`config.mk`:
```
export PLATFORM = sky130hd
export DESIGN_NAME = circular_queue_with_search_remove
export DESIGN_NICKNAME = d
export VERILOG_FILES = /design/src/sv/cq_pkg.sv /design/src/sv/cq_ram.sv /design/src/sv/circular_queue_with_search_remove.sv
export SDC_FILE = /design/constraint.sdc
export NUM_CORES = 1
export LEC_CHECK = 0
export BUFFER_PORTS_ARGS = -buffer_cell sky130_fd_sc_hd__buf_2
export CORE_MARGIN = 2
export CORE_UTILIZATION = 61
export DETAILED_ROUTE_END_ITERATION = 7
export PLACE_DENSITY = 0.87
export SKIP_CTS_REPAIR_TIMING = 1
export SYNTH_ARGS = -nofsm -noshare
export SYNTH_HDL_FRONTEND = slang
export SYNTH_SLANG_ARGS = --single-unit
```
`constraint.sdc`:
```
create_clock -name clk_i -period 5.65 [get_ports clk_i]
set_input_delay 1.13 -clock clk_i [delete_from_list [all_inputs] [get_ports clk_i]]
set_output_delay 1.13 -clock clk_i [all_outputs]
set_load 0.05 [all_outputs]
```
`src/sv/cq_pkg.sv`:
```
// Shared constants, codes and helpers for the circular queue block.
`default_nettype none

package cq_pkg;

  // Queue geometry
  localparam int CAPACITY   = 8;
  localparam int DATA_WIDTH = 32;
  localparam int PTR_W      = $clog2(CAPACITY);
  localparam int CNT_W      = $clog2(CAPACITY + 1);

  typedef logic [PTR_W-1:0] ptr_t;
  typedef logic [CNT_W-1:0] cnt_t;
  // One bit wider than the count, for index-plus-offset compares
  typedef logic [CNT_W:0]   cmp_t;

  // Operation codes; code seven is a no-op
  typedef enum logic [2:0] {
    OP_ENQ    = 3'd0,
    OP_DEQ    = 3'd1,
    OP_FRONT  = 3'd2,
    OP_BACK   = 3'd3,
    OP_SEARCH = 3'd4,
    OP_REMV   = 3'd5,
    OP_REMI   = 3'd6
  } op_e;

  // Result status codes
  typedef enum logic [2:0] {
    ST_OK        = 3'd0,
    ST_EMPTY     = 3'd1,
    ST_FULL      = 3'd2,
    ST_NOT_FOUND = 3'd3,
    ST_BAD_INDEX = 3'd4
  } status_e;

  // Ring slot of base plus offset, wrapping at the capacity
  function automatic ptr_t slot_add(input ptr_t base, input ptr_t offs);
    logic [PTR_W:0] sum;
    sum = {1'b0, base} + {1'b0, offs};
    if (sum >= (PTR_W+1)'(CAPACITY)) begin
      sum = sum - (PTR_W+1)'(CAPACITY);
    end
    return sum[PTR_W-1:0];
  endfunction

  // Ring slot one before base
  function automatic ptr_t slot_dec(input ptr_t base);
    ptr_t res;
    if (base == '0) begin
      res = PTR_W'(CAPACITY - 1);
    end else begin
      res = base - PTR_W'(1);
    end
    return res;
  endfunction

endpackage

`default_nettype wire

```
`src/sv/cq_ram.sv`:
```
// Generic single-write, single-read RAM with registered read data.
`default_nettype none

module cq_ram #(
  parameter int WIDTH = 32,
  parameter int DEPTH = 8
) (
  input  wire logic                     clk_i,
  input  wire logic                     we_i,
  input  wire logic [$clog2(DEPTH)-1:0] waddr_i,
  input  wire logic [WIDTH-1:0]         wdata_i,
  input  wire logic [$clog2(DEPTH)-1:0] raddr_i,
  output logic      [WIDTH-1:0]         rdata_o
);

  logic [WIDTH-1:0] mem_q [DEPTH];

  // Write port
  always_ff @(posedge clk_i) begin
    if (we_i) begin
      mem_q[waddr_i] <= wdata_i;
    end
  end

  // Registered read port
  always_ff @(posedge clk_i) begin
    rdata_o <= mem_q[raddr_i];
  end

endmodule

`default_nettype wire

```
`src/sv/circular_queue_with_search_remove.sv`:
```
// Top level: circular FIFO with search and removal, driven by a small sequencer.
`default_nettype none

// Circular FIFO of eight signed 32-bit words. A request is taken when start_i
// is high and busy_o low; its one result appears for exactly one cycle with
// done_o high and must be captured then, as there is no way to stall it. The
// entries live in a one-write, one-read RAM with registered read data, and all
// walking over entries goes through that single read port, one entry a cycle.
// Enqueue, the no-op code and any request answered at the first check (dequeue
// or peek on an empty queue, search or removal by value on an empty queue, bad
// index) end there; otherwise dequeue and the peeks wait for one RAM read, a
// search walks entries from the head until a match or the last one, removal by
// value then moves each entry behind the match one slot toward the head, and
// removal by index does so for the entries behind the index. The longest
// request is a removal by value over a full queue. A new request may be started
// in the cycle the result is shown. Occupancy is reported after the operation.
module circular_queue_with_search_remove (
  input  wire logic                              clk_i,
  input  wire logic                              rst_ni,
  input  wire logic                              start_i,
  output logic                                   busy_o,
  input  wire logic [2:0]                        op_i,
  input  wire logic signed [cq_pkg::DATA_WIDTH-1:0] value_i,
  input  wire logic [cq_pkg::PTR_W-1:0]          index_i,
  output logic                                   done_o,
  output logic signed [cq_pkg::DATA_WIDTH-1:0]   data_o,
  output logic [cq_pkg::PTR_W-1:0]               position_o,
  output logic [cq_pkg::CNT_W-1:0]               occupancy_o,
  output logic [2:0]                             status_o
);

  typedef enum logic [2:0] {
    S_IDLE,
    S_EXEC,
    S_RD_WAIT,
    S_SCAN,
    S_SH_RD,
    S_SH_MOV
  } state_e;

  state_e                              state_q, state_d;
  cq_pkg::op_e                         op_q, op_d;
  logic [cq_pkg::DATA_WIDTH-1:0]       value_q, value_d;
  cq_pkg::ptr_t                        index_q, index_d;
  cq_pkg::ptr_t                        head_q, head_d;
  cq_pkg::ptr_t                        tail_q, tail_d;
  cq_pkg::cnt_t                        count_q, count_d;
  cq_pkg::ptr_t                        scan_q, scan_d;
  logic                                done_q, done_d;
  logic [cq_pkg::DATA_WIDTH-1:0]       data_q, data_d;
  cq_pkg::ptr_t                        pos_q, pos_d;
  cq_pkg::status_e                     status_q, status_d;

  logic                                ram_we;
  cq_pkg::ptr_t                        ram_waddr;
  logic [cq_pkg::DATA_WIDTH-1:0]       ram_wdata;
  cq_pkg::ptr_t                        ram_raddr;
  logic [cq_pkg::DATA_WIDTH-1:0]       ram_rdata;

  cq_pkg::cmp_t                        scan_p1;
  cq_pkg::cmp_t                        scan_p2;
  cq_pkg::cmp_t                        count_ext;

  // Entry store
  cq_ram #(
    .WIDTH(cq_pkg::DATA_WIDTH),
    .DEPTH(cq_pkg::CAPACITY)
  ) u_ram (
    .clk_i  (clk_i),
    .we_i   (ram_we),
    .waddr_i(ram_waddr),
    .wdata_i(ram_wdata),
    .raddr_i(ram_raddr),
    .rdata_o(ram_rdata)
  );

  // Walk index compares against occupancy
  assign scan_p1   = cq_pkg::cmp_t'(scan_q) + cq_pkg::cmp_t'(1);
  assign scan_p2   = cq_pkg::cmp_t'(scan_q) + cq_pkg::cmp_t'(2);
  assign count_ext = cq_pkg::cmp_t'(count_q);

  // Sequencer next state
  always_comb begin
    state_d   = state_q;
    op_d      = op_q;
    value_d   = value_q;
    index_d   = index_q;
    head_d    = head_q;
    tail_d    = tail_q;
    count_d   = count_q;
    scan_d    = scan_q;
    done_d    = 1'b0;
    data_d    = data_q;
    pos_d     = pos_q;
    status_d  = status_q;
    ram_we    = 1'b0;
    ram_waddr = head_q;
    ram_wdata = value_q;
    ram_raddr = head_q;

    case (state_q)
      S_IDLE: begin
        if (start_i) begin
          op_d    = cq_pkg::op_e'(op_i);
          value_d = value_i;
          index_d = index_i;
          data_d  = '0;
          pos_d   = '0;
          state_d = S_EXEC;
        end
      end

      // First step of every operation: checks and, where there is one, the first access
      S_EXEC: begin
        case (op_q)
          cq_pkg::OP_ENQ: begin
            if (count_q == cq_pkg::cnt_t'(cq_pkg::CAPACITY)) begin
              status_d = cq_pkg::ST_FULL;
            end else begin
              tail_d    = cq_pkg::slot_add(tail_q, cq_pkg::ptr_t'(1));
              ram_we    = 1'b1;
              ram_waddr = tail_d;
              count_d   = count_q + cq_pkg::cnt_t'(1);
              status_d  = cq_pkg::ST_OK;
            end
            done_d  = 1'b1;
            state_d = S_IDLE;
          end
          cq_pkg::OP_DEQ, cq_pkg::OP_FRONT, cq_pkg::OP_BACK: begin
            if (count_q == '0) begin
              status_d = cq_pkg::ST_EMPTY;
              done_d   = 1'b1;
              state_d  = S_IDLE;
            end else begin
              ram_raddr = (op_q == cq_pkg::OP_BACK) ? tail_q : head_q;
              state_d   = S_RD_WAIT;
            end
          end
          cq_pkg::OP_SEARCH, cq_pkg::OP_REMV: begin
            if (count_q == '0) begin
              status_d = cq_pkg::ST_NOT_FOUND;
              done_d   = 1'b1;
              state_d  = S_IDLE;
            end else begin
              scan_d    = '0;
              ram_raddr = head_q;
              state_d   = S_SCAN;
            end
          end
          cq_pkg::OP_REMI: begin
            if (cq_pkg::cnt_t'(index_q) >= count_q) begin
              status_d = cq_pkg::ST_BAD_INDEX;
              done_d   = 1'b1;
              state_d  = S_IDLE;
            end else begin
              scan_d  = index_q;
              state_d = S_SH_RD;
            end
          end
          default: begin
            status_d = cq_pkg::ST_OK;
            done_d   = 1'b1;
            state_d  = S_IDLE;
          end
        endcase
      end

      // Read data for dequeue and peeks
      S_RD_WAIT: begin
        data_d = ram_rdata;
        if (op_q == cq_pkg::OP_DEQ) begin
          head_d  = cq_pkg::slot_add(head_q, cq_pkg::ptr_t'(1));
          count_d = count_q - cq_pkg::cnt_t'(1);
        end
        status_d = cq_pkg::ST_OK;
        done_d   = 1'b1;
        state_d  = S_IDLE;
      end

      // Compare one entry per cycle, reading the next one meanwhile
      S_SCAN: begin
        if (ram_rdata == value_q) begin
          pos_d = scan_q;
          if (op_q == cq_pkg::OP_SEARCH) begin
            status_d = cq_pkg::ST_OK;
            done_d   = 1'b1;
            state_d  = S_IDLE;
          end else begin
            state_d = S_SH_RD;
          end
        end else if (scan_p1 >= count_ext) begin
          status_d = cq_pkg::ST_NOT_FOUND;
          done_d   = 1'b1;
          state_d  = S_IDLE;
        end else begin
          scan_d    = scan_q + cq_pkg::ptr_t'(1);
          ram_raddr = cq_pkg::slot_add(head_q, scan_d);
        end
      end

      // Start of gap closing: fetch the entry behind the removed one, or finish when there is none
      S_SH_RD: begin
        if (scan_p1 < count_ext) begin
          ram_raddr = cq_pkg::slot_add(head_q, scan_q + cq_pkg::ptr_t'(1));
          state_d   = S_SH_MOV;
        end else begin
          tail_d   = cq_pkg::slot_dec(tail_q);
          count_d  = count_q - cq_pkg::cnt_t'(1);
          status_d = cq_pkg::ST_OK;
          done_d   = 1'b1;
          state_d  = S_IDLE;
        end
      end

      // Move one entry toward the head per cycle, prefetching the next
      S_SH_MOV: begin
        ram_we    = 1'b1;
        ram_waddr = cq_pkg::slot_add(head_q, scan_q);
        ram_wdata = ram_rdata;
        scan_d    = scan_q + cq_pkg::ptr_t'(1);
        if (scan_p2 < count_ext) begin
          ram_raddr = cq_pkg::slot_add(head_q, scan_q + cq_pkg::ptr_t'(2));
        end else begin
          tail_d   = cq_pkg::slot_dec(tail_q);
          count_d  = count_q - cq_pkg::cnt_t'(1);
          status_d = cq_pkg::ST_OK;
          done_d   = 1'b1;
          state_d  = S_IDLE;
        end
      end

      default: begin
        state_d = S_IDLE;
      end
    endcase
  end

  // State and registered outputs
  always_ff @(posedge clk_i or negedge rst_ni) begin
    if (!rst_ni) begin
      state_q  <= S_IDLE;
      op_q     <= cq_pkg::OP_ENQ;
      value_q  <= '0;
      index_q  <= '0;
      head_q   <= '0;
      tail_q   <= cq_pkg::ptr_t'(cq_pkg::CAPACITY - 1);
      count_q  <= '0;
      scan_q   <= '0;
      done_q   <= 1'b0;
      data_q   <= '0;
      pos_q    <= '0;
      status_q <= cq_pkg::ST_OK;
    end else begin
      state_q  <= state_d;
      op_q     <= op_d;
      value_q  <= value_d;
      index_q  <= index_d;
      head_q   <= head_d;
      tail_q   <= tail_d;
      count_q  <= count_d;
      scan_q   <= scan_d;
      done_q   <= done_d;
      data_q   <= data_d;
      pos_q    <= pos_d;
      status_q <= status_d;
    end
  end

  assign busy_o      = (state_q != S_IDLE);
  assign done_o      = done_q;
  assign data_o      = data_q;
  assign position_o  = pos_q;
  assign occupancy_o = count_q;
  assign status_o    = status_q;

`ifndef SYNTHESIS
  // A result strobe always drops again straight after it is shown
  a_done_single: assert property (@(posedge clk_i) disable iff (!rst_ni)
    done_o |=> !done_o)
    else $error("result strobe held for two cycles");

  // Occupancy never exceeds the capacity
  a_count_range: assert property (@(posedge clk_i) disable iff (!rst_ni)
    count_q <= cq_pkg::cnt_t'(cq_pkg::CAPACITY))
    else $error("occupancy above capacity");

  // A transfer in makes the block busy on the next cycle
  a_accept_busy: assert property (@(posedge clk_i) disable iff (!rst_ni)
    (start_i && !busy_o) |=> busy_o)
    else $error("accepted request did not start");

  // A refused enqueue is only reported on a full queue
  a_full_status: assert property (@(posedge clk_i) disable iff (!rst_ni)
    (done_o && status_o == cq_pkg::ST_FULL)
      |-> occupancy_o == cq_pkg::cnt_t'(cq_pkg::CAPACITY))
    else $error("full status with free slots");

  // Occupancy only moves in the cycle a result is produced
  a_count_step: assert property (@(posedge clk_i) disable iff (!rst_ni)
    !done_d |=> $stable(count_q))
    else $error("occupancy changed without a result");
`endif

endmodule

`default_nettype wire
```
-- Word-level counts from Yosys, hierarchy flattened
Memories as Yosys holds them, arrays and structs flattened. A register that Yosys moved wholly into a read port is not among the register bits.
Index checks and enable logic that the tools add are counted.
- bits in registers: 93
- RAM bits: 256
- output and inout port bits: 44
- word-level logic and storage cells: 167
- memories kept: 1
- add/sub/neg operators: 17
- order comparisons: 9
- equal/unequal tests: 30
- muxes and demuxes: 75
- reduce and logical (&&, ||, !) cells: 23
- memories (memory ; words ; width ; rd ports ; clocked after Yosys merged registers in ; wr ports ; RTL line ; source):
    u_ram.mem_q ; 8 ; 32 ; 1 ; 1 ; 1 ; cq_ram.sv:16 ; logic [WIDTH-1:0] mem_q [DEPTH];
- operator list (operator ; number):
    3-bit two-way mux ; 39
    32-bit two-way mux ; 2
    32-bit one-hot mux with 2 select lines ; 1
    32-bit equality test ; 1
    3-bit one-hot mux with 5 select lines ; 2
    3-bit one-hot mux with 3 select lines ; 3
    3-bit one-hot mux with 4 select lines ; 2
    3-bit inequality test (second input constant) ; 7
    4-bit greater-or-equal comparator (second input constant) ; 5
    4-bit two-way mux ; 5
    3-bit one-hot mux with 2 select lines ; 3
    3-bit by 1-bit subtractor with 3-bit output (second input constant) ; 6
    2-bit inequality test (second input constant) ; 8
    4-bit one-hot mux with 4 select lines ; 1
    3-bit equality test (second input constant) ; 5
    3-bit by 1-bit adder with 4-bit output (second input constant) ; 3
    3-bit by 3-bit adder with 4-bit output ; 3
    3-bit by 2-bit equality test with 1-bit output (second input constant) ; 4
    6-bit AND reduction ; 2
    1-bit two-way mux ; 11
    3-bit zero test ; 3
    3-bit nonzero test ; 3
    4-bit less-than comparator ; 2
    8-bit AND reduction ; 1
    other kinds (24) ; 32

-- Depth between registers and ports, before layout
Gate-level depths: netlist of the first run.
- depth in word-level cells: 7
- depth in mapped cells: 13

-- By module
From an unflattened synthesis of the first run, not the netlist that was laid out.
- cell total of the unflattened synthesis: 955
- area total of the unflattened synthesis: 15910.3 µm²
- modules (own cells, without submodules) (module ; instances ; cells an instance ; area each (µm²) ; sequential area each (µm²)):
    cq_ram ; 1 ; 415 ; 10466.3 ; 8328.0
    circular_queue_with_search_remove ; 1 ; 540 ; 5444.0 ; 2331.0

-- Worst setup path after synthesis of the first run
Ideal clock, no wire load.
- kind: register to register
- from: register count_q[3], in the netlist occupancy_o[3]
- to: memory u_ram.mem_q[4][0] (enable)
- library setup time: 0.468 ns
- arrival: 4.338 ns
- slack: 0.844 ns
- cell stages (with the launch flop): 8
- buffers on the path: 0
- cell sequence: dfrtp_1 > inv_1 > or4_1 > nand2_1 > nand2_1 > o21ai_0 > o221ai_1 > nor3b_1
- cells in the longest elaborated chain, start to end: 6
- elaborated cells on any way between the ends: 9
- classes of those cells: eq/ne (1); mux (8)
- ends and longest elaborated chain (item ; RTL line ; source):
    start, declared ; circular_queue_with_search_remove.sv:47 ; cq_pkg::cnt_t count_q, count_d;
    start signal, assigned ; circular_queue_with_search_remove.sv:260 ; count_q <= count_d;
    4-bit equality test * ; circular_queue_with_search_remove.sv:117 ; if (count_q == cq_pkg::cnt_t'(cq_pkg::CAPACITY)) begin
    1-bit two-way mux ; circular_queue_with_search_remove.sv:117 ;
    1-bit two-way mux ; circular_queue_with_search_remove.sv:115 ; case (op_q)
    1-bit one-hot mux with 2 select lines ; circular_queue_with_search_remove.sv:101 ; case (state_q)
    1-bit two-way mux ; cq_ram.sv:20 ; if (we_i) begin
    1-bit two-way mux (not written as such) ; cq_ram.sv:21 ; mem_q[waddr_i] <= wdata_i;
    end, declared ; cq_ram.sv:16 ;
Mark *: on every way between the ends. The rest lies on a longest branch, timed or not.

-- Final worst setup path of the first run
- from: register value_q[6] in the netlist's numbering
- to: register u_ram.rdata_o[4], read port of u_ram.mem_q
- cells in the longest elaborated chain, start to end: 3
- ends and longest elaborated chain (item ; RTL line ; source):
    start, declared ; circular_queue_with_search_remove.sv:43 ; logic [cq_pkg::DATA_WIDTH-1:0] value_q, value_d;
    start signal, assigned ; circular_queue_with_search_remove.sv:256 ; value_q <= value_d;
    32-bit equality test ; circular_queue_with_search_remove.sv:182 ; if (ram_rdata == value_q) begin
    3-bit two-way mux ; circular_queue_with_search_remove.sv:182 ;
    3-bit one-hot mux with 4 select lines ; circular_queue_with_search_remove.sv:101 ;
    end, declared ; cq_ram.sv:13 ; output logic [WIDTH-1:0] rdata_o
No other way between the ends.
A chain may end at the register's enable or synchronous reset.

==> flow_summary.toml, run 1 <==
[detailed_routing]
via_count = 9427
drt_drc_violations_left = 0
drtAntennaViolNets = 0
wire_per_inst_um = 23.5
detailedRoute.firstPassIterationCount = 5
number_of_drc_violations_after_detailed_routing_iteration_0 = 952
wirelength_um = 35600
vias_per_cell = 6.23

[timing]
rsz0062_at_grt = "false"
tightest_slew_ns = 1.25
finalHoldViolations = 0
min_period_over_period = 0.738
setup_viol_count_final = 0
drv_slew = 0
period_needed_ns = 4.17
setup_total_negative_slack_ns = 0
relative_slew_margins = 0.155
worst_hold_slack_ns = 0.478
top_achievable_clock_speed_ghz = 0.240
fin_skew_ns = 0.0237

[worst_hold_path]
worst_hold_path_type = "register to register"
timing.hold.worst_endpoint = "position_o[0]"
hold-path-cell-count = 2
min-delay-start = "position_o[0]"

[clocking]
numCtsBuffers = 38
max-clock-path-buffers = 3
clockRootBuffer = "sky130_fd_sc_hd__clkbuf_16"
h-tree-depth = 2
clk_transition_reported_paths_ns = 0.07
cts_tree = "done"
clk_latency_ns = 0.54
clock-sinks = 381

[synth]
synth-seq-cells = 381
post_synth_and_or_nand_nor_area_fraction = 0.0354
synth_top_family_by_area = "multiplexers"
synth_largest_type_area_fraction = 0.470
ys_dominant_reg_cell = "sky130_fd_sc_hd__edfxtp_1"
synth_cells = 1053
postSynthAreaPerCell_um2 = 15.5
yosys.cell_types.count = 58
synth-edff-count = 256
synth_top_area_cell = "sky130_fd_sc_hd__edfxtp_1"
complex_gate_fraction_of_the_synthesized_area = 0.0483
post_synth_main_area_contributors = "sky130_fd_sc_hd__edfxtp_1 47%, sky130_fd_sc_hd__dfrtp_1 14%, sky130_fd_sc_hd__mux2i_1 12%"
synth.yosys.warnings = 0
synth_async_sr_flop_share = 0.244
muxShareOfSynthArea = 0.192
mappedNetlistArea_um2 = 16400
synth-xor-area-share = 0.0241
synth_fp_nets = 1120
post_synth_fa_ha_maj_area_fraction = 0.0217
yosysSeqAreaShare = 0.652

[critical_path]
crit_type = "register to register"
timing.critical_path.fanout_max = 35
r2r.worst_path.cells = 10
worst_setup_path_start_kind = "register"
critPathCaptureType = "register"
cp_data_arrival_time_ns = 4.60
critPathRequiredTime_ns = 6.08
r2r_start = "value_q[6]"
reg2reg_to = "u_ram.rdata_o[4]"
regToRegSetupSlack_ns = 1.48

[pwr]
p_comb_frac = 0.426
peakVddDrop_v = 0.000470
p_switching_mw = 4.72
p_leak_nw = 7.73
internal-power_mw = 7.71
power_density_nw_per_um2 = 670
p_sw_frac = 0.379
power.share.sequential = 0.351
clock_power_share = 0.223

[die]
die-area_um2 = 28100
starting_density = 0.624
io_pins = 85
cell_rows = 59
die_w_um = 168
die-height_um = 168
coreArea_um2 = 26200

[finish]
fraction_of_final_layout_cells_sized_beyond_drive_strength_1 = 0.254
fillers = 1574
finalNetCount = 1217
antenna-diode-count = 0
area.growth.synth_to_final_pct = 13.4

[placed_design]
dpl.hpwl_um = 21100
portBuffers = 84
place.gp.congestion = 0.920

[grt]
number_of_global_route_vias_before_repair = 9539
grt_first_pass_wirelength_um = 55100
gr-usage-all-layers = 0.258
grt_start_max_net_pins = 72
antenna_found_initial = 1
overflow = 0

[status]
outcome = "complete, no violations"

[run]
maxCapViolations = 0
==> layout make-up <==
class,count,area [um2],area share
Multi-Input combinational cell,603,5370,0.289
Inverter,22,82.6,0.00445
Timing Repair Buffer,104,611,0.0329
Clock buffer,52,1120,0.0602
Tap cell,335,419,0.0226
Sequential cell,381,10700,0.575
Clock inverter,17,293,0.0158
==> through the flow <==
step | worst slack [ns] | instance area (um2) | cells | utilization | power [mW]
3_5_place_dp | 1.64 | 17100 | 1445 | 0.654 | 9.58
2_1_floorplan | 0.844 | 16400 | 1053 | - | 8.42
4_1_cts | 1.56 | 18500 | 1514 | 0.708 | 12.4
5_1_grt | 1.37 | 18500 | 1514 | 0.708 | 13.0
6_report | 1.48 | 18500 | 1514 | 0.708 | 12.4
3_3_place_gp | 1.76 | 17100 | 1445 | 0.654 | 9.40
==> sequential cells by signal, summed over array words and instances (netlist names) <==
register / cells
op_q: 3
done_o: 1
position_o: 3
head_q: 3
u_ram.rdata_o: 32
tail_q: 3
occupancy_o: 4
value_q: 32
data_o: 32
scan_q: 3
index_q: 3
status_o: 3
state_q: 3
u_ram.mem_q: 256
==> power by group through the flow <==
stage               Combinational [mW]  Clock, mW  Sequential (mW)
global route                      5.65       2.91             4.43
global placement                  5.03          0             4.37
detailed placement                5.19          0             4.39
CTS                               5.28       2.80             4.36
floorplan                         3.78          0             4.64
finish                            5.29       2.77             4.37
==> Yosys cell counts (all sizes together), types with 4 or more instances <==
master / number
clkbuf: 21
xor2: 37
dfxtp: 32
mux2: 102
a22o: 32
nand2: 42
nor4: 10
o21ai: 21
mux2i: 199
fa: 4
inv: 22
nand4: 5
nor2: 33
nand3: 4
and2: 4
ha: 22
o22ai: 5
buf: 26
xnor2: 8
a21oi: 24
dfrtp: 90
edfxtp: 256
nor3: 8
a31oi: 4
==> logic make-up (layout without fill, tap and decap cells) <==
logic type / Yosys count / after routing
xor gates and xnor gates: 45 / 45
buffers and inverters: 69 / 195
and+or+nand+nor: 118 / 118
muxes: 301 / 301
AOI/OAI and AO/OA: 113 / 113
DFF: 381 / 381
adders and majority gates: 26 / 26
==> critical path, cell delays in order, from the launching register on <==
cell	delay (ns)
sky130_fd_sc_hd__dfrtp_1	0.40
sky130_fd_sc_hd__xor2_1	0.19
sky130_fd_sc_hd__nor4_1	0.77
sky130_fd_sc_hd__nand4_1	0.31
sky130_fd_sc_hd__o211ai_2	0.41
sky130_fd_sc_hd__mux2i_1	0.18
sky130_fd_sc_hd__a41oi_4	0.67
sky130_fd_sc_hd__buf_12	0.34
sky130_fd_sc_hd__mux2i_1	0.31
sky130_fd_sc_hd__mux2i_1	0.15
sky130_fd_sc_hd__mux2_2	0.29
==> layout by cell type (no fill, tap or decap), drive strengths merged, types with 8 or more instances in the layout <==
cell and n:
a21oi 24, a22o 32, buf 104, clkbuf 52, dfrtp 90, dfxtp 32
edfxtp 256, ha 22, inv 23, mux2 102, mux2i 199, nand2 42
nor2 33, nor3 8, nor4 10, o21ai 21, xnor2 8, xor2 37
==> worst max path at each step <==
stage                               from                  to  depth (start not counted)
after floorplan           occupancy_o[3]   u_ram.mem_q[4][0]                          7
after global placement    occupancy_o[0]  u_ram.mem_q[2][15]                          6
after detailed placement       scan_q[0]    u_ram.rdata_o[4]                         12
after CTS                     value_q[6]    u_ram.rdata_o[4]                         10
after global routing      occupancy_o[0]  u_ram.mem_q[3][29]                          6
final                         value_q[6]    u_ram.rdata_o[4]                         10
==> metal layers <==
metal | global-route usage | up-vias | part of all wire | routed length (um)
li1 | - | 4172 | - | -
met1 | 0.346 | 4741 | 0.41 | 14500
met2 | 0.431 | 427 | 0.50 | 17700
met3 | 0.0428 | 87 | 0.066 | 2360
met4 | 0.0922 | 0 | 0.030 | 1080
met5 | 0 | - | 0 | 0
(Power assumes the default switching activity.)
==> run 2: changes to the inputs <==
--- a/config.mk
+++ b/config.mk
@@ -5,11 +5,12 @@
 export SDC_FILE = /design/constraint.sdc
 export NUM_CORES = 1
 export LEC_CHECK = 0
+export ABC_AREA = 1
 export BUFFER_PORTS_ARGS = -buffer_cell sky130_fd_sc_hd__buf_2
 export CORE_MARGIN = 2
-export CORE_UTILIZATION = 61
+export CORE_UTILIZATION = 55
 export DETAILED_ROUTE_END_ITERATION = 7
-export PLACE_DENSITY = 0.87
+export PLACE_DENSITY = 0.84
 export SKIP_CTS_REPAIR_TIMING = 1
 export SYNTH_ARGS = -nofsm -noshare
 export SYNTH_HDL_FRONTEND = slang
==> constraint.sdc (replaced) <==
create_clock -name clk_i -period 3.5 [get_ports clk_i]
set_input_delay 0.7 -clock clk_i [delete_from_list [all_inputs] [get_ports clk_i]]
set_output_delay 0.7 -clock clk_i [all_outputs]
set_load 0.05 [all_outputs]
==> run 2 against run 1 <==
Compared with the run above:
- total power is 67% higher
- register-to-register slack got worse by 1.2 ns
- first-iteration DRC count grew 76%
- die area rose by 12%
- global-route usage rose by 1.4 points
- sequential share of layout area is 0.48 points lower
- cell count rose by 37%
- maximum frequency up 31%
- setup slack lost 1.2 ns
- core utilization fell by 7.7 points
- clock skew is 0.0043 ns lower
- non-clock buffer count grew 13
- largest cell class unchanged
==> flow_summary.toml, run 2 <==
[grt]
grt_first_pass_wirelength_um = 65900
overflow = 0
antenna_found_initial = 0
number_of_global_route_vias_before_repair = 12200
grt_start_max_net_pins = 69
gr-usage-all-layers = 0.272

[synth]
synth-edff-count = 256
postSynthAreaPerCell_um2 = 10.5
ys_dominant_reg_cell = "sky130_fd_sc_hd__edfxtp_1"
synth_most_common_cell = "sky130_fd_sc_hd__nand2_1"
synth.top_cells.by_count = "383 x sky130_fd_sc_hd__nand2_1, 339 x sky130_fd_sc_hd__nand3_1, 256 x sky130_fd_sc_hd__edfxtp_1, 102 x sky130_fd_sc_hd__o21ai_0, 98 x sky130_fd_sc_hd__inv_1"
post_synth_main_area_contributors = "sky130_fd_sc_hd__edfxtp_1 46%, sky130_fd_sc_hd__dfrtp_1 14%, sky130_fd_sc_hd__nand3_1 10%"
synth_cells = 1583
synth_largest_type_area_fraction = 0.464
synth.yosys.warnings = 0
yosys.cell_types.count = 40
synth_top_area_cell = "sky130_fd_sc_hd__edfxtp_1"
yosysSeqAreaShare = 0.643
synth-seq-cells = 381
mappedNetlistArea_um2 = 16600
synth_async_sr_flop_share = 0.244
synth_fp_nets = 1650

[timing]
setup_total_negative_slack_ns = 0
setup_viol_count_final = 0
drv_slew = 0
rsz0062_at_grt = "false"
period_needed_ns = 3.18
top_achievable_clock_speed_ghz = 0.314
relative_slew_margins = 0.345
min_period_over_period = 0.909
fin_skew_ns = 0.0194
tightest_slew_ns = 0.972
finalHoldViolations = 0

[critical_path]
critPathRequiredTime_ns = 3.96
crit_type = "register to register"
timing.critical_path.fanout_max = 55
worst_setup_path_start_kind = "register"
critPathCaptureType = "register"
cp_data_arrival_time_ns = 3.64

[finish]
antenna-diode-count = 0
largest_reg_flops = 256
finalNetCount = 1724
multi_input_area_um2 = 5190
fraction_of_final_layout_cells_sized_beyond_drive_strength_1 = 0.120
layout_commonest_cell = "sky130_fd_sc_hd__nand2_1"
fillers = 2155
sequential_cell_area_um2 = 10700
area.growth.synth_to_final_pct = 12.8
biggest_register = "u_ram.mem_q"
mostFrequentLayoutCells = "381 x sky130_fd_sc_hd__nand2_1, 339 x sky130_fd_sc_hd__nand3_1, 256 x sky130_fd_sc_hd__edfxtp_1"

[die]
starting_density = 0.559
die-area_um2 = 31600
die-height_um = 178
coreArea_um2 = 29600
io_pins = 85
cell_rows = 63
die_w_um = 178

[detailed_routing]
via_count = 12600
number_of_drc_violations_after_detailed_routing_iteration_0 = 1671
drtAntennaViolNets = 0
wirelength_um = 42700
wire_per_inst_um = 20.6
detailedRoute.firstPassIterationCount = 8
drt_drc_violations_left = 0
vias_per_cell = 6.06

[pwr]
peakVddDrop_v = 0.000785
p_leak_nw = 7.61
power_density_nw_per_um2 = 1110
fin_total_pwr_mw = 20.7

[clocking]
max-clock-path-buffers = 3
clk_latency_ns = 0.53
numCtsBuffers = 37
clockRootBuffer = "sky130_fd_sc_hd__clkbuf_16"
h-tree-depth = 2
clock-sinks = 381
clk_transition_reported_paths_ns = 0.06
cts_tree = "done"

[status]
outcome = "complete, no violations"

[placed_design]
portBuffers = 84
dpl.hpwl_um = 25400
place.gp.congestion = 0.969

[run]
maxCapViolations = 0

[worst_hold_path]
worst_hold_path_type = "input pin to asynchronous set/reset pin"
[run 2: cells by family (layout without fill, tap and decap cells)]
group / count (synthesis) / in the layout / share of synthesized area
muxes: 2 / 2 / 0.00136
AOI/OAI and AO/OA: 156 / 156 / 0.0539
buffers and inverters: 185 / 287 / 0.0500
xor gates and xnor gates: 34 / 34 / 0.0180
DFF: 381 / 381 / 0.643
and+or+nand+nor: 799 / 799 / 0.212
adders and majority gates: 26 / 26 / 0.0214
[run 2: worst paths after layout]
kind	from	to	slack (ns)	cells after the start
max in group asynchronous	rst_ni	tail_q[0]	2.58	2
setup reg to reg	scan_q[0]	u_ram.rdata_o[28]	0.32	17
hold reg to reg	data_o[12]	data_o[12]	0.49	2
setup / recovery	scan_q[0]	u_ram.rdata_o[28]	0.32	17
min in group clk_i	value_i[11]	value_q[11]	0.38	3
hold / removal	rst_ni	value_q[29]	0.21	1
[run 2: final cells by class]
| class | instances | area share |
|---|---|---|
| clock buffer | 61 | 0.0587 |
| clock inverter | 6 | 0.00214 |
| inverter | 103 | 0.0207 |
| multi-input combinational | 1017 | 0.277 |
| sequential | 381 | 0.570 |
| tap | 390 | 0.0261 |
| timing repair buffer | 117 | 0.0452 |
[run 2: per-stage QoR]
step                      cell area, um2  utilization  hold WS (ns)  setup WS [ns]  instances
after detailed placement           17600        0.593         0.469          0.415       2008
after global placement             17600        0.593         0.461          0.538       2008
after floorplan                    16600            -         0.404         0.0497       1583
after global routing               18700        0.631         0.259         0.0586       2075
final                              18700        0.631         0.211          0.320       2075
after CTS                          18700        0.631         0.224          0.369       2075
[run 2: per-layer routing]
| metal | global-route usage | vias to the layer above | part of all wire |
|---|---|---|---|
| met1 | 0.346 | 6031 | 0.38 |
| met4 | 0.146 | 0 | 0.051 |
| met3 | 0.0422 | 151 | 0.10 |
| met2 | 0.451 | 791 | 0.47 |
| met5 | 0 | - | 0 |
| li1 | - | 5597 | - |
[run 2: critical path, stage by stage, from the launching register on]
cell	delay [ns]
sky130_fd_sc_hd__dfrtp_1	0.45
sky130_fd_sc_hd__ha_1	0.22
sky130_fd_sc_hd__xor2_1	0.27
sky130_fd_sc_hd__ha_1	0.29
sky130_fd_sc_hd__nand2_1	0.07
sky130_fd_sc_hd__inv_1	0.04
sky130_fd_sc_hd__nand2_1	0.07
sky130_fd_sc_hd__nand2_1	0.06
sky130_fd_sc_hd__inv_1	0.10
sky130_fd_sc_hd__nand3_1	0.08
sky130_fd_sc_hd__nand2_1	0.07
sky130_fd_sc_hd__nand3_1	0.12
sky130_fd_sc_hd__nand3_4	0.20
sky130_fd_sc_hd__buf_4	0.54
sky130_fd_sc_hd__nand3_1	0.18
sky130_fd_sc_hd__nand3_1	0.15
sky130_fd_sc_hd__nand3_1	0.09
sky130_fd_sc_hd__nand2_1	0.09
[run 2: power by group]
| part | switching (mW) | internal [mW] |
|---|---|---|
| Sequential | 0.661 | 6.34 |
| Clock | 1.61 | 2.14 |
| Combinational | 7.07 | 2.88 |
| Total | 9.34 | 11.4 |
==> run 3: changes to the inputs <==
--- a/config.mk
+++ b/config.mk
@@ -8,9 +8,10 @@
 export ABC_AREA = 1
 export BUFFER_PORTS_ARGS = -buffer_cell sky130_fd_sc_hd__buf_2
 export CORE_MARGIN = 2
-export CORE_UTILIZATION = 55
+export CORE_UTILIZATION = 57
+export CTS_BUF_LIST = sky130_fd_sc_hd__clkbuf_2 sky130_fd_sc_hd__clkbuf_4 sky130_fd_sc_hd__clkbuf_8
 export DETAILED_ROUTE_END_ITERATION = 7
-export PLACE_DENSITY = 0.84
+export PLACE_DENSITY = 0.86
 export SKIP_CTS_REPAIR_TIMING = 1
 export SYNTH_ARGS = -nofsm -noshare
 export SYNTH_HDL_FRONTEND = slang
==> run 3 against run 2 <==
Compared with the run above:
- the run now ends with design-rule violations left
- cell count grew 1.3%
- first-iteration DRC count shrank 4.3%
- sequential cell count is the same
- worst hold slack lost 0.074 ns
- maximum frequency shrank 3.2%
- clock skew grew 0.0061 ns
- critical path type unchanged
- critical endpoint is now u_ram.rdata_o[1]
- largest cell class unchanged
==> flow_summary.toml, run 3 (synthesized netlist as in run 2, its figures left out) <==
[status]
failed_checks = "design-rule violations"
outcome = "complete, but fails checks"

[critical_path]
timing.critical_path.fanout_max = 63
critPathRequiredTime_ns = 4.04
cp_data_arrival_time_ns = 3.83
worst_setup_path_start_kind = "register"
critPathCaptureType = "register"
crit_type = "register to register"

[timing]
fin_skew_ns = 0.0255
min_period_over_period = 0.939
tightest_slew_ns = 1.07
finalHoldViolations = 0
setup_viol_count_final = 0
top_achievable_clock_speed_ghz = 0.304
period_needed_ns = 3.29
rsz0062_at_grt = "false"
setup_total_negative_slack_ns = 0
relative_slew_margins = 0.278
drv_slew = 0

[finish]
antenna-diode-count = 0
area.growth.synth_to_final_pct = 12.8
fraction_of_final_layout_cells_sized_beyond_drive_strength_1 = 0.142
layout_commonest_cell = "sky130_fd_sc_hd__nand2_1"
biggest_register = "u_ram.mem_q"
mostFrequentLayoutCells = "381 x sky130_fd_sc_hd__nand2_1, 339 x sky130_fd_sc_hd__nand3_1, 256 x sky130_fd_sc_hd__edfxtp_1"
finalNetCount = 1739
largest_reg_flops = 256

[worst_hold_path]
worst_hold_path_type = "input pin to asynchronous set/reset pin"

[detailed_routing]
number_of_drc_violations_after_detailed_routing_iteration_0 = 1599
drt_drc_violations_left = 31
vias_per_cell = 6.11
wirelength_um = 43600
wire_per_inst_um = 20.7
via_count = 12800
drtAntennaViolNets = 0
detailedRoute.firstPassIterationCount = 8

[grt]
number_of_global_route_vias_before_repair = 12500
grt_first_pass_wirelength_um = 67300
overflow = 0
grt_start_max_net_pins = 85
antenna_found_initial = 0
gr-usage-all-layers = 0.284

[clocking]
cts_tree = "done"
h-tree-depth = 2
clock-sinks = 381
clk_transition_reported_paths_ns = 0.07
max-clock-path-buffers = 3
clockRootBuffer = "sky130_fd_sc_hd__clkbuf_8"
clk_latency_ns = 0.60
numCtsBuffers = 55

[placed_design]
portBuffers = 84
dpl.hpwl_um = 25500
place.gp.congestion = 0.958

[die]
cell_rows = 62
die-height_um = 175
coreArea_um2 = 28700
io_pins = 85
starting_density = 0.578
die-area_um2 = 30500
die_w_um = 175

[run]
maxCapViolations = 0
-- run 3: cell count changes in the layout (fill, tap and decap cells not counted) --
cell and change:
sky130_fd_sc_hd__clkinvlp_4 +1, sky130_fd_sc_hd__clkbuf_1 -17, sky130_fd_sc_hd__bufinv_16 +3, sky130_fd_sc_hd__clkbuf_16 -38
sky130_fd_sc_hd__clkinv_1 +9, sky130_fd_sc_hd__clkbuf_4 +9, sky130_fd_sc_hd__clkinv_2 +7, sky130_fd_sc_hd__clkbuf_8 +61
sky130_fd_sc_hd__buf_12 -3
-- run 3: layer usage --
layer | part of all wire | GRT usage | vias up
met1 | 0.35 | 0.345 | 6111
met5 | 0 | 0 | -
met3 | 0.11 | 0.0591 | 191
met2 | 0.48 | 0.470 | 905
met4 | 0.056 | 0.168 | 0
li1 | - | - | 5626
-- run 3: cell type report --
type                    count  area [um2]
clock buffers              76         990
clock inverters            26         206
fillers                  1994       10000
inverters                 103         387
multi-input cells        1017        5190
flip-flops and latches    381       10700
well taps                 384         480
repair buffers            114         786
-- run 3: critical path: stages, from the launching register on --
cell,delay (ns)
sky130_fd_sc_hd__dfrtp_1,0.47
sky130_fd_sc_hd__ha_1,0.23
sky130_fd_sc_hd__xor2_1,0.28
sky130_fd_sc_hd__ha_1,0.30
sky130_fd_sc_hd__nand2_1,0.08
sky130_fd_sc_hd__inv_1,0.05
sky130_fd_sc_hd__nand2_1,0.08
sky130_fd_sc_hd__nand2_1,0.07
sky130_fd_sc_hd__inv_1,0.10
sky130_fd_sc_hd__nand3_1,0.09
sky130_fd_sc_hd__nand2_1,0.08
sky130_fd_sc_hd__nand3_1,0.12
sky130_fd_sc_hd__nand3_4,0.16
sky130_fd_sc_hd__buf_4,0.54
sky130_fd_sc_hd__nand3_1,0.22
sky130_fd_sc_hd__nand3_1,0.14
sky130_fd_sc_hd__nand3_1,0.08
sky130_fd_sc_hd__nand2_1,0.09
-- run 3: final timing paths --
path,startpoint,to,slack (ns),cells past startpoint
worst max-delay path,scan_q[0],u_ram.rdata_o[1],0.21,17
worst min-delay path,rst_ni,data_o[18],0.14,1
worst max register to register,scan_q[0],u_ram.rdata_o[1],0.21,17
worst min register to register,data_o[30],data_o[30],0.50,1
max in group asynchronous,rst_ni,value_q[21],2.57,2
min in group clk_i,value_i[28],value_q[28],0.32,3
-- run 3: metrics by stage --
stage	std cells	setup WS (ns)	hold slack (ns)	instance area, um2	util
floorplan	1583	0.0497	0.404	16600	-
global placement	1999	0.554	0.479	17500	0.610
detailed placement	1999	0.354	0.479	17500	0.610
CTS	2101	0.303	0.151	18700	0.651
global route	2101	0.0618	0.161	18700	0.651
finish	2101	0.213	0.137	18700	0.651
Power of run 3 is left out: the tool's default activity adds up to more than one toggle a clock period on the data nets, which glitch-free logic cannot reach.
